`src/rtl/mga_pkg.sv`:
```
`timescale 1ns / 1ps
// mga_pkg: shared constants, codes and the arctangent table of the
// marker guided azimuth point filter. No dependencies.
package mga_pkg;

  // default configuration of the block
  localparam int SELECT_COUNT_DEF = 3;
  localparam int COORD_BITS_DEF   = 18;
  localparam int ANGLE_BITS_DEF   = 16;

  // fixed field widths
  localparam int MODE_BITS    = 2;
  localparam int BEARING_BITS = 16;
  localparam int TOL_BITS     = 16;
  localparam logic [TOL_BITS-1:0] TOL_RESET = 16'd1274;

  // coordinate pre-scale of the CORDIC (x 4096)
  localparam int GUARD_BITS = 12;

  // arctangent table: 24 entries, 2^32 per turn
  localparam int ATAN_IDX_W = 5;
  localparam int ZW         = 32;

  // word modes
  localparam logic [MODE_BITS-1:0] MODE_MARKER = 2'd0;
  localparam logic [MODE_BITS-1:0] MODE_POINT  = 2'd1;
  localparam logic [MODE_BITS-1:0] MODE_CLEAR  = 2'd2;

  // command to the row of cells
  typedef enum logic [1:0] {
    CELL_HOLD,
    CELL_INSERT,
    CELL_COMMIT,
    CELL_CLEAR
  } cell_op_t;

  function automatic logic [ZW-1:0] atan_entry(input logic [ATAN_IDX_W-1:0] idx);
    logic [ZW-1:0] v;
    case (idx)
      5'd0:    v = 32'd536870912;
      5'd1:    v = 32'd316933406;
      5'd2:    v = 32'd167458907;
      5'd3:    v = 32'd85004756;
      5'd4:    v = 32'd42667331;
      5'd5:    v = 32'd21354465;
      5'd6:    v = 32'd10679838;
      5'd7:    v = 32'd5340245;
      5'd8:    v = 32'd2670163;
      5'd9:    v = 32'd1335087;
      5'd10:   v = 32'd667544;
      5'd11:   v = 32'd333772;
      5'd12:   v = 32'd166886;
      5'd13:   v = 32'd83443;
      5'd14:   v = 32'd41722;
      5'd15:   v = 32'd20861;
      5'd16:   v = 32'd10430;
      5'd17:   v = 32'd5215;
      5'd18:   v = 32'd2608;
      5'd19:   v = 32'd1304;
      5'd20:   v = 32'd652;
      5'd21:   v = 32'd326;
      5'd22:   v = 32'd163;
      5'd23:   v = 32'd81;
      default: v = '0;
    endcase
    return v;
  endfunction

endpackage

```
`src/rtl/mga_ifs.sv`:
```
`timescale 1ns / 1ps
// mga_in_if / mga_out_if: valid/ready channels of the filter.
// Depends on mga_pkg.
interface mga_in_if #(
  parameter int COORD_BITS = mga_pkg::COORD_BITS_DEF
);
  import mga_pkg::*;
  logic                           valid;
  logic                           ready;
  logic [MODE_BITS-1:0]           mode;
  logic signed [COORD_BITS-1:0]   pos_x;
  logic signed [COORD_BITS-1:0]   pos_y;
  logic signed [COORD_BITS-1:0]   pos_z;
  logic signed [BEARING_BITS-1:0] marker_bearing;
  logic                           last_marker;

  modport source (output valid, mode, pos_x, pos_y, pos_z, marker_bearing, last_marker,
                  input ready);
  modport sink (input valid, mode, pos_x, pos_y, pos_z, marker_bearing, last_marker,
                output ready);
endinterface

interface mga_out_if #(
  parameter int COORD_BITS = mga_pkg::COORD_BITS_DEF
);
  logic                         valid;
  logic                         ready;
  logic signed [COORD_BITS-1:0] out_x;
  logic signed [COORD_BITS-1:0] out_y;
  logic signed [COORD_BITS-1:0] out_z;

  modport source (output valid, out_x, out_y, out_z, input ready);
  modport sink (input valid, out_x, out_y, out_z, output ready);
endinterface

```
`src/rtl/mga_cell.sv`:
```
`timescale 1ns / 1ps
// mga_cell: one slot of the nearest-marker table plus its committed bearing.
// Depends on mga_pkg.
module mga_cell #(
  parameter int COORD_BITS = mga_pkg::COORD_BITS_DEF,
  parameter int ANGLE_BITS = mga_pkg::ANGLE_BITS_DEF
) (
  input  logic                          clk,
  input  logic                          rst,
  input  mga_pkg::cell_op_t             op,
  input  logic [2*COORD_BITS:0]         new_range,
  input  logic [ANGLE_BITS-1:0]         new_bearing,
  input  logic [2*COORD_BITS:0]         left_range,
  input  logic [ANGLE_BITS-1:0]         left_bearing,
  input  logic                          left_moved,
  output logic [2*COORD_BITS:0]         range_q,
  output logic [ANGLE_BITS-1:0]         bearing_q,
  output logic                          moved,
  input  logic [ANGLE_BITS-1:0]         az,
  input  logic [mga_pkg::TOL_BITS-1:0]  tol,
  input  logic                          hit_in,
  output logic                          hit_out,
  output logic                          active
);
  import mga_pkg::*;

  localparam int RANGE_W = 2 * COORD_BITS + 1;
  localparam int CMP_W   = (ANGLE_BITS > TOL_BITS) ? ANGLE_BITS : TOL_BITS;
  localparam logic [RANGE_W-1:0]    RANGE_EMPTY = '1;
  localparam logic [ANGLE_BITS-1:0] HALF_TURN   = {1'b1, {(ANGLE_BITS-1){1'b0}}};

  logic [ANGLE_BITS-1:0] act_bearing;
  logic [ANGLE_BITS-1:0] diff;
  logic [ANGLE_BITS-1:0] mag;

  // table is kept sorted, so "below me" also holds for every slot to the right
  assign moved = new_range < range_q;

  always_ff @(posedge clk) begin
    if (rst) begin
      range_q <= RANGE_EMPTY;
      active  <= 1'b0;
    end else begin
      case (op)
        CELL_INSERT: begin
          if (left_moved) begin
            range_q <= left_range;
          end else if (moved) begin
            range_q <= new_range;
          end
        end
        CELL_COMMIT: begin
          active  <= range_q != RANGE_EMPTY;
          range_q <= RANGE_EMPTY;
        end
        CELL_CLEAR: begin
          active  <= 1'b0;
          range_q <= RANGE_EMPTY;
        end
        default: begin
        end
      endcase
    end
  end

  always_ff @(posedge clk) begin
    if (op == CELL_INSERT) begin
      if (left_moved) begin
        bearing_q <= left_bearing;
      end else if (moved) begin
        bearing_q <= new_bearing;
      end
    end
    if (op == CELL_COMMIT) begin
      act_bearing <= bearing_q;
    end
  end

  // wrapped azimuth gap, folded to 0..half turn
  assign diff = az - act_bearing;
  assign mag  = (diff > HALF_TURN) ? (~diff + 1'b1) : diff;

  assign hit_out = hit_in | (active && (CMP_W'(mag) <= CMP_W'(tol)));

endmodule

```
`src/rtl/mga_cordic.sv`:
```
`timescale 1ns / 1ps
// mga_cordic: iterative vectoring CORDIC, one micro-rotation per cycle.
// Depends on mga_pkg (arctangent table, guard scale).
module mga_cordic #(
  parameter int COORD_BITS = mga_pkg::COORD_BITS_DEF,
  parameter int ANGLE_BITS = mga_pkg::ANGLE_BITS_DEF
) (
  input  logic                         clk,
  input  logic                         rst,
  input  logic                         start,
  input  logic signed [COORD_BITS-1:0] x_in,
  input  logic signed [COORD_BITS-1:0] y_in,
  output logic                         done,
  output logic [ANGLE_BITS-1:0]        az
);
  import mga_pkg::*;

  localparam int XY_W  = COORD_BITS + GUARD_BITS + 3;
  localparam int CNT_W = $clog2(ANGLE_BITS);
  localparam logic [CNT_W-1:0]      LAST_STEP = CNT_W'(ANGLE_BITS - 1);
  localparam logic [ZW-1:0]         ROUND_ADD = ZW'(1) << (ZW - 1 - ANGLE_BITS);
  localparam logic [ANGLE_BITS-1:0] HALF_TURN = {1'b1, {(ANGLE_BITS-1){1'b0}}};

  typedef enum logic [1:0] {C_IDLE, C_RUN, C_ROUND} cstate_t;

  cstate_t                 state;
  logic signed [XY_W-1:0]  x, y;
  logic [ZW-1:0]           z;
  logic [CNT_W-1:0]        cnt;
  logic signed [XY_W-1:0]  xs, ys, x_next, y_next, xe, ye;
  logic [ZW-1:0]           z_next, z_rnd, step_ang;

  assign xe       = XY_W'(x_in);
  assign ye       = XY_W'(y_in);
  assign xs       = x >>> cnt;
  assign ys       = y >>> cnt;
  assign step_ang = atan_entry(ATAN_IDX_W'(cnt));
  assign z_rnd    = z + ROUND_ADD;

  always_comb begin
    if (!y[XY_W-1]) begin
      x_next = x + ys;
      y_next = y - xs;
      z_next = z + step_ang;
    end else begin
      x_next = x - ys;
      y_next = y + xs;
      z_next = z - step_ang;
    end
  end

  always_ff @(posedge clk) begin
    if (rst) begin
      state <= C_IDLE;
      done  <= 1'b0;
      cnt   <= '0;
    end else begin
      done <= 1'b0;
      case (state)
        C_IDLE: begin
          if (start) begin
            cnt <= '0;
            if (y_in == '0) begin
              // on the x axis: no rotation needed
              az   <= x_in[COORD_BITS-1] ? HALF_TURN : '0;
              done <= 1'b1;
            end else if (x_in[COORD_BITS-1]) begin
              x     <= (-xe) <<< GUARD_BITS;
              y     <= (-ye) <<< GUARD_BITS;
              z     <= {1'b1, {(ZW-1){1'b0}}};
              state <= C_RUN;
            end else begin
              x     <= xe <<< GUARD_BITS;
              y     <= ye <<< GUARD_BITS;
              z     <= '0;
              state <= C_RUN;
            end
          end
        end
        C_RUN: begin
          x   <= x_next;
          y   <= y_next;
          z   <= z_next;
          cnt <= cnt + 1'b1;
          if (cnt == LAST_STEP) begin
            state <= C_ROUND;
          end
        end
        C_ROUND: begin
          az    <= z_rnd[ZW-1 -: ANGLE_BITS];
          done  <= 1'b1;
          state <= C_IDLE;
        end
        default: state <= C_IDLE;
      endcase
    end
  end

endmodule

```
`src/rtl/marker_guided_azimuth_point_filter.sv`:
```
`timescale 1ns / 1ps
// marker_guided_azimuth_point_filter: top level, control sequencer, cell row.
// Depends on mga_pkg, mga_ifs, mga_cell, mga_cordic.
//
// in_ch  (sink)  : one word per marker (mode 0), cloud point (mode 1) or empty
//                  marker list (mode 2); mode 3 is dropped.
// out_ch (source): one word per point whose azimuth lies within the tolerance
//                  of any committed marker bearing.
// cfg_wr_en/cfg_wr_data: tolerance in binary angle units; write only while idle.
// Flow (one word in work at a time; in_ch.ready is high only while idle)
//   Marker: squares, sorted insert in the cell row, and a commit on the last
//   marker of a list. Empty list, or a point with no bearings: handled in idle.
//   Point: the CORDIC turns the point one micro-rotation per cycle, then the
//   azimuth is checked and a passing point goes to the result register. Points
//   on the x axis need no rotation.
// Stall: a held result does not block intake until the next passing point
//   finds the output register still full.
// Reset: rst (sync, high) empties the table, drops committed bearings, clears
//   the output register and sets the tolerance back to 1274.
module marker_guided_azimuth_point_filter #(
  parameter int SELECT_COUNT = mga_pkg::SELECT_COUNT_DEF,
  parameter int COORD_BITS   = mga_pkg::COORD_BITS_DEF,
  parameter int ANGLE_BITS   = mga_pkg::ANGLE_BITS_DEF
) (
  input  logic                         clk,
  input  logic                         rst,
  input  logic                         cfg_wr_en,
  input  logic [mga_pkg::TOL_BITS-1:0] cfg_wr_data,
  mga_in_if.sink                       in_ch,
  mga_out_if.source                    out_ch
);
  import mga_pkg::*;

  localparam int RANGE_W = 2 * COORD_BITS + 1;
  localparam int SQ_W    = 2 * COORD_BITS;
  localparam int BEXT_W  = (ANGLE_BITS > BEARING_BITS) ? ANGLE_BITS : BEARING_BITS;
  localparam logic [RANGE_W-1:0] RANGE_EMPTY = '1;

  typedef enum logic [2:0] {
    S_IDLE,
    S_INSERT,
    S_COMMIT,
    S_CORDIC,
    S_CHECK,
    S_EMIT
  } state_t;

  state_t                       state;
  logic [TOL_BITS-1:0]          tol;
  logic                         last_q;
  logic [SQ_W-1:0]              sq_x, sq_y;
  logic signed [SQ_W-1:0]       prod_x, prod_y;
  logic [ANGLE_BITS-1:0]        bearing_q;
  logic [BEXT_W-1:0]            bearing_ext;
  logic signed [COORD_BITS-1:0] px, py, pz;
  logic                         out_valid;
  logic signed [COORD_BITS-1:0] ox, oy, oz;

  logic                         accept;
  logic                         out_free;
  logic                         emit;
  logic                         act_any;
  logic                         hit;
  logic [RANGE_W-1:0]           new_range;
  cell_op_t                     cell_op;
  logic                         cor_start, cor_done;
  logic [ANGLE_BITS-1:0]        az;

  // cell row links: element i feeds cell i from the left
  logic [RANGE_W-1:0]      rng_chain [SELECT_COUNT+1];
  logic [ANGLE_BITS-1:0]   brg_chain [SELECT_COUNT+1];
  logic                    mov_chain [SELECT_COUNT+1];
  logic                    hit_chain [SELECT_COUNT+1];
  logic [SELECT_COUNT-1:0] act_vec;

  assign in_ch.ready = state == S_IDLE;
  assign accept      = in_ch.valid && in_ch.ready;
  assign out_free    = !out_valid || out_ch.ready;

  // a passing point moves into the output register once it is free
  assign emit = ((state == S_CHECK && hit) || state == S_EMIT) && out_free;

  assign out_ch.valid = out_valid;
  assign out_ch.out_x = ox;
  assign out_ch.out_y = oy;
  assign out_ch.out_z = oz;

  // squares straight off the input, registered before the sum
  assign prod_x      = in_ch.pos_x * in_ch.pos_x;
  assign prod_y      = in_ch.pos_y * in_ch.pos_y;
  assign new_range   = {1'b0, sq_x} + {1'b0, sq_y};
  assign bearing_ext = BEXT_W'($unsigned(in_ch.marker_bearing));

  assign act_any   = |act_vec;
  assign hit       = hit_chain[SELECT_COUNT];
  assign cor_start = accept && in_ch.mode == MODE_POINT && act_any;

  always_comb begin
    case (state)
      S_IDLE:   cell_op = (accept && in_ch.mode == MODE_CLEAR) ? CELL_CLEAR : CELL_HOLD;
      S_INSERT: cell_op = CELL_INSERT;
      S_COMMIT: cell_op = CELL_COMMIT;
      default:  cell_op = CELL_HOLD;
    endcase
  end

  always_ff @(posedge clk) begin
    if (rst) begin
      state     <= S_IDLE;
      tol       <= TOL_RESET;
      last_q    <= 1'b0;
      out_valid <= 1'b0;
    end else begin
      if (cfg_wr_en) begin
        tol <= cfg_wr_data;
      end
      if (emit) begin
        out_valid <= 1'b1;
        ox        <= px;
        oy        <= py;
        oz        <= pz;
      end else if (out_ch.ready) begin
        out_valid <= 1'b0;
      end
      case (state)
        S_IDLE: begin
          if (accept) begin
            case (in_ch.mode)
              MODE_MARKER: begin
                sq_x      <= $unsigned(prod_x);
                sq_y      <= $unsigned(prod_y);
                bearing_q <= bearing_ext[ANGLE_BITS-1:0];
                last_q    <= in_ch.last_marker;
                state     <= S_INSERT;
              end
              MODE_POINT: begin
                px <= in_ch.pos_x;
                py <= in_ch.pos_y;
                pz <= in_ch.pos_z;
                if (act_any) begin
                  state <= S_CORDIC;
                end
              end
              default: begin
                // empty list handled by the cell row; unused mode dropped
              end
            endcase
          end
        end
        S_INSERT: state <= last_q ? S_COMMIT : S_IDLE;
        S_COMMIT: state <= S_IDLE;
        S_CORDIC: begin
          if (cor_done) begin
            state <= S_CHECK;
          end
        end
        S_CHECK, S_EMIT: begin
          if (emit || (state == S_CHECK && !hit)) begin
            state <= S_IDLE;
          end else begin
            state <= S_EMIT;
          end
        end
        default: state <= S_IDLE;
      endcase
    end
  end

  mga_cordic #(
    .COORD_BITS (COORD_BITS),
    .ANGLE_BITS (ANGLE_BITS)
  ) u_cordic (
    .clk   (clk),
    .rst   (rst),
    .start (cor_start),
    .x_in  (in_ch.pos_x),
    .y_in  (in_ch.pos_y),
    .done  (cor_done),
    .az    (az)
  );

  // left end of the row: nothing shifts in, no hit yet
  assign rng_chain[0] = RANGE_EMPTY;
  assign brg_chain[0] = '0;
  assign mov_chain[0] = 1'b0;
  assign hit_chain[0] = 1'b0;

  for (genvar i = 0; i < SELECT_COUNT; i++) begin : g_cell
    mga_cell #(
      .COORD_BITS (COORD_BITS),
      .ANGLE_BITS (ANGLE_BITS)
    ) u_cell (
      .clk          (clk),
      .rst          (rst),
      .op           (cell_op),
      .new_range    (new_range),
      .new_bearing  (bearing_q),
      .left_range   (rng_chain[i]),
      .left_bearing (brg_chain[i]),
      .left_moved   (mov_chain[i]),
      .range_q      (rng_chain[i+1]),
      .bearing_q    (brg_chain[i+1]),
      .moved        (mov_chain[i+1]),
      .az           (az),
      .tol          (tol),
      .hit_in       (hit_chain[i]),
      .hit_out      (hit_chain[i+1]),
      .active       (act_vec[i])
    );
  end

endmodule

```
`src/flat_wrapper.sv`:
```
// flat-port wrapper written by rule: the top's interface ports become plain ports
module marker_guided_azimuth_point_filter_flat import mga_pkg::*;
#(
  parameter int SELECT_COUNT = mga_pkg::SELECT_COUNT_DEF,
  parameter int COORD_BITS   = mga_pkg::COORD_BITS_DEF,
  parameter int ANGLE_BITS   = mga_pkg::ANGLE_BITS_DEF
)
  (clk, rst, cfg_wr_en, cfg_wr_data, in_ch_valid, in_ch_mode, in_ch_pos_x, in_ch_pos_y, in_ch_pos_z, in_ch_marker_bearing, in_ch_last_marker, in_ch_ready, out_ch_valid, out_ch_out_x, out_ch_out_y, out_ch_out_z, out_ch_ready);
  mga_in_if #(.COORD_BITS(COORD_BITS)) in_ch_i ();
  mga_out_if #(.COORD_BITS(COORD_BITS)) out_ch_i ();
  input  logic clk;
  input  logic rst;
  input  logic cfg_wr_en;
  input  logic [mga_pkg::TOL_BITS-1:0] cfg_wr_data;
  input wire logic [$bits(in_ch_i.valid)-1:0] in_ch_valid;
  input wire logic [$bits(in_ch_i.mode)-1:0] in_ch_mode;
  input wire logic [$bits(in_ch_i.pos_x)-1:0] in_ch_pos_x;
  input wire logic [$bits(in_ch_i.pos_y)-1:0] in_ch_pos_y;
  input wire logic [$bits(in_ch_i.pos_z)-1:0] in_ch_pos_z;
  input wire logic [$bits(in_ch_i.marker_bearing)-1:0] in_ch_marker_bearing;
  input wire logic [$bits(in_ch_i.last_marker)-1:0] in_ch_last_marker;
  output wire logic [$bits(in_ch_i.ready)-1:0] in_ch_ready;
  output wire logic [$bits(out_ch_i.valid)-1:0] out_ch_valid;
  output wire logic [$bits(out_ch_i.out_x)-1:0] out_ch_out_x;
  output wire logic [$bits(out_ch_i.out_y)-1:0] out_ch_out_y;
  output wire logic [$bits(out_ch_i.out_z)-1:0] out_ch_out_z;
  input wire logic [$bits(out_ch_i.ready)-1:0] out_ch_ready;
  assign in_ch_i.valid = in_ch_valid;
  assign in_ch_i.mode = in_ch_mode;
  assign in_ch_i.pos_x = in_ch_pos_x;
  assign in_ch_i.pos_y = in_ch_pos_y;
  assign in_ch_i.pos_z = in_ch_pos_z;
  assign in_ch_i.marker_bearing = in_ch_marker_bearing;
  assign in_ch_i.last_marker = in_ch_last_marker;
  assign in_ch_ready = in_ch_i.ready;
  assign out_ch_valid = out_ch_i.valid;
  assign out_ch_out_x = out_ch_i.out_x;
  assign out_ch_out_y = out_ch_i.out_y;
  assign out_ch_out_z = out_ch_i.out_z;
  assign out_ch_i.ready = out_ch_ready;
  marker_guided_azimuth_point_filter #(.SELECT_COUNT(SELECT_COUNT), .COORD_BITS(COORD_BITS), .ANGLE_BITS(ANGLE_BITS)) u_core (.clk(clk), .rst(rst), .cfg_wr_en(cfg_wr_en), .cfg_wr_data(cfg_wr_data), .in_ch(in_ch_i), .out_ch(out_ch_i));
endmodule
```
`config.mk`:
```
export PLATFORM = sky130hd
export DESIGN_NAME = marker_guided_azimuth_point_filter_flat
export DESIGN_NICKNAME = d
export VERILOG_FILES = /design/src/rtl/mga_pkg.sv /design/src/rtl/mga_ifs.sv /design/src/rtl/mga_cell.sv /design/src/rtl/mga_cordic.sv /design/src/rtl/marker_guided_azimuth_point_filter.sv /design/src/flat_wrapper.sv
export SDC_FILE = /design/constraint.sdc
export NUM_CORES = 2
export LEC_CHECK = 0
export BUFFER_PORTS_ARGS = -buffer_cell sky130_fd_sc_hd__buf_2
export CORE_MARGIN = 5
export CORE_UTILIZATION = 25
export CTS_BUF_LIST = sky130_fd_sc_hd__clkbuf_4 sky130_fd_sc_hd__clkbuf_8
export DETAILED_ROUTE_END_ITERATION = 6
export PLACE_DENSITY_LB_ADDON = 0.15
export RECOVER_POWER = 100
export SLEW_MARGIN = 0
export SYNTH_ARGS = -nofsm -noshare
export SYNTH_HDL_FRONTEND = slang
export SYNTH_HIERARCHICAL = 1
export SYNTH_SLANG_ARGS = --single-unit
export TNS_END_PERCENT = 5
```
`constraint.sdc`:
```
create_clock -name clk -period 10.28 [get_ports clk]
set_clock_uncertainty 0.05 [all_clocks]
set_input_delay 1.028 -clock clk [delete_from_list [all_inputs] [get_ports clk]]
set_output_delay 1.028 -clock clk [all_outputs]
set_load 0.01 [all_outputs]
```
==> impl_metrics.toml <==
[clocking]
clockBufferDepth = 3
clk_pin_slew_worst_paths_ps = 60
cts_root_buffer = "clkbuf_8"
post_cts_buffers = 0
cts_sinks = 576
holdBufCountCts = 0
cts_tree = "built"
htree_num_levels = 3
clk_latency_ps = 870
cts_made_buffers = 116
ctsResizeCount = 0

[cells_and_area]
syn_to_final_growth_pct = 11.2
layout_common_cells = "inv_1, nand2_1, fa_1, ha_1, edfxtp_1"
utilization = 0.279
layout_commonest_cell = "inv_1"
fin_nets = 8227
instances_no_fill = 10400
drive_gt1_frac = 0.0739
nFillCells = 27200

[placed_design]
dp_hpwl_um = 157000
dp.cells = 10200
gp_congestion = 0.839
port_buffers = 149

[critical_path]
critPathMostFrequentCell = "nand3_1"
crit_required_ps = 10610
path_class = "reg2reg"
crit_arrival_ps = 9050
startpoint_type = "flop"
worst_setup_path_end_kind = "flop"
cp_max_fo = 42
r2r_slack_ps = 1560
cpMaxStageDelayCell = "clkbuf_1"
max_stage_delay_ps = 1160

[sta]
tightest_slew_ps = 4770
holdWs_ps = 304
fmax_ghz = 0.115
finalSetupTns_ps = 0
finalCritPeriodShare = 0.848
maxSlewViolCount = 1045
hold_violations = 0
min_period_ps = 8720
slew_headroom = -2.18
rsz0062_at_grt = "false"
finalSetupViolations = 0

[global_routing]
grt_overflow = 0
grt_pass1_vias = 50600
gr-usage-all-layers = 0.148
antenna_found_initial = 10
grt_max_degree = 94
grt_pass1_wl_um = 307000

[die]
die_h_um = 516
die_area_mm2 = 0.266
core.rowCount = 185
core_mm2 = 0.254
io_pins = 150
start_util = 0.251
die_w_um = 516

[synthesis]
postSynthAreaPerCell_um2 = 9.40
synth_area_mm2 = 0.0639
syn-instance-count = 6803
ys_warn_count = 6

[route]
drtPass1Iterations = 7
ant_nets = 0
wire_per_inst_um = 19.0
routed_via_density = 4.63
vias = 48400
drcViolationCount = 0
first_iter_violations = 2436
wl_um = 199000

[hold_path]
worstHoldPathType = "reg2reg"

[status]
violations = "capacitance limit, slew limit"
status = "finished, violations left"

[run]
maxCapViolations = 34
==> per-layer routing <==
metal,vias up,part of all wire,global-route usage,wire length [um]
met5,-,0,0,0
met4,0,0.025,0.0378,4930
met3,216,0.030,0.0149,5960
met2,747,0.47,0.253,94100
met1,24000,0.47,0.201,93700
li1,23400,-,-,-
==> registers in the layout (all words and copies together), names as in the netlist, 4 cells and up <==
signal                            cells
u_core/px                            18
u_core/u_cordic/step_ang             30
u_core/out_ch.out_y                  18
u_core/g_cell.u_cell/act_bearing     48
u_core/py                            18
u_core/u_cordic/y                    33
u_core/out_ch.out_z                  18
u_core/sq_y                          35
u_core/u_cordic/cnt                   4
u_core/bearing_q                     16
u_core/u_cordic/az                   16
u_core/u_cordic/z                    32
u_core/g_cell.u_cell/range_q        111
u_core/out_ch.out_x                  18
u_core/u_cordic/x                    33
u_core/pz                            18
u_core/g_cell.u_cell/bearing_q       48
u_core/sq_x                          35
u_core/tol                           16
==> critical path, delay by kind of cell (launching register included) <==
kind	cells	cell delay [ps]
multiplexers	1	370
AO/OA/AOI/OAI	13	2150
buffers and inverters	4	2510
adder cells (fa/ha/maj)	3	830
XOR/XNOR	1	300
AND/OR/NAND/NOR	7	1410
flip-flops	1	500
==> final cells by class <==
cell class	count	area [um2]	area share
Clock inverter	47	442	0.00621
Multi-Input combinational cell	4885	43200	0.608
Sequential cell	576	15600	0.219
Inverter	1164	4370	0.0615
Clock buffer	169	2140	0.0301
Tap cell	3366	4210	0.0592
Antenna cell	7	17.5	0.000246
Timing Repair Buffer	226	1120	0.0158
==> worst paths after layout <==
kind / end / depth (start not counted) / from
max: u_core/out_ch.out_x[2] / 29 / u_core/u_cordic/az[0]
min: u_core/out_ch.out_z[17] / 0 / u_core/pz[17]
max reg2reg: u_core/out_ch.out_x[2] / 29 / u_core/u_cordic/az[0]
min reg2reg: u_core/out_ch.out_z[17] / 0 / u_core/pz[17]
==> per-stage QoR <==
step	cell area (um2)	worst slack, ps
after CTS	71400	2410
final	71100	1560
after floorplan	64100	966
after detailed placement	68800	1510
after global routing	71100	929
after global placement	68800	1650
Power is not shown: default switching activity piles up to over one toggle a cycle in this logic, so the estimate is an artifact.
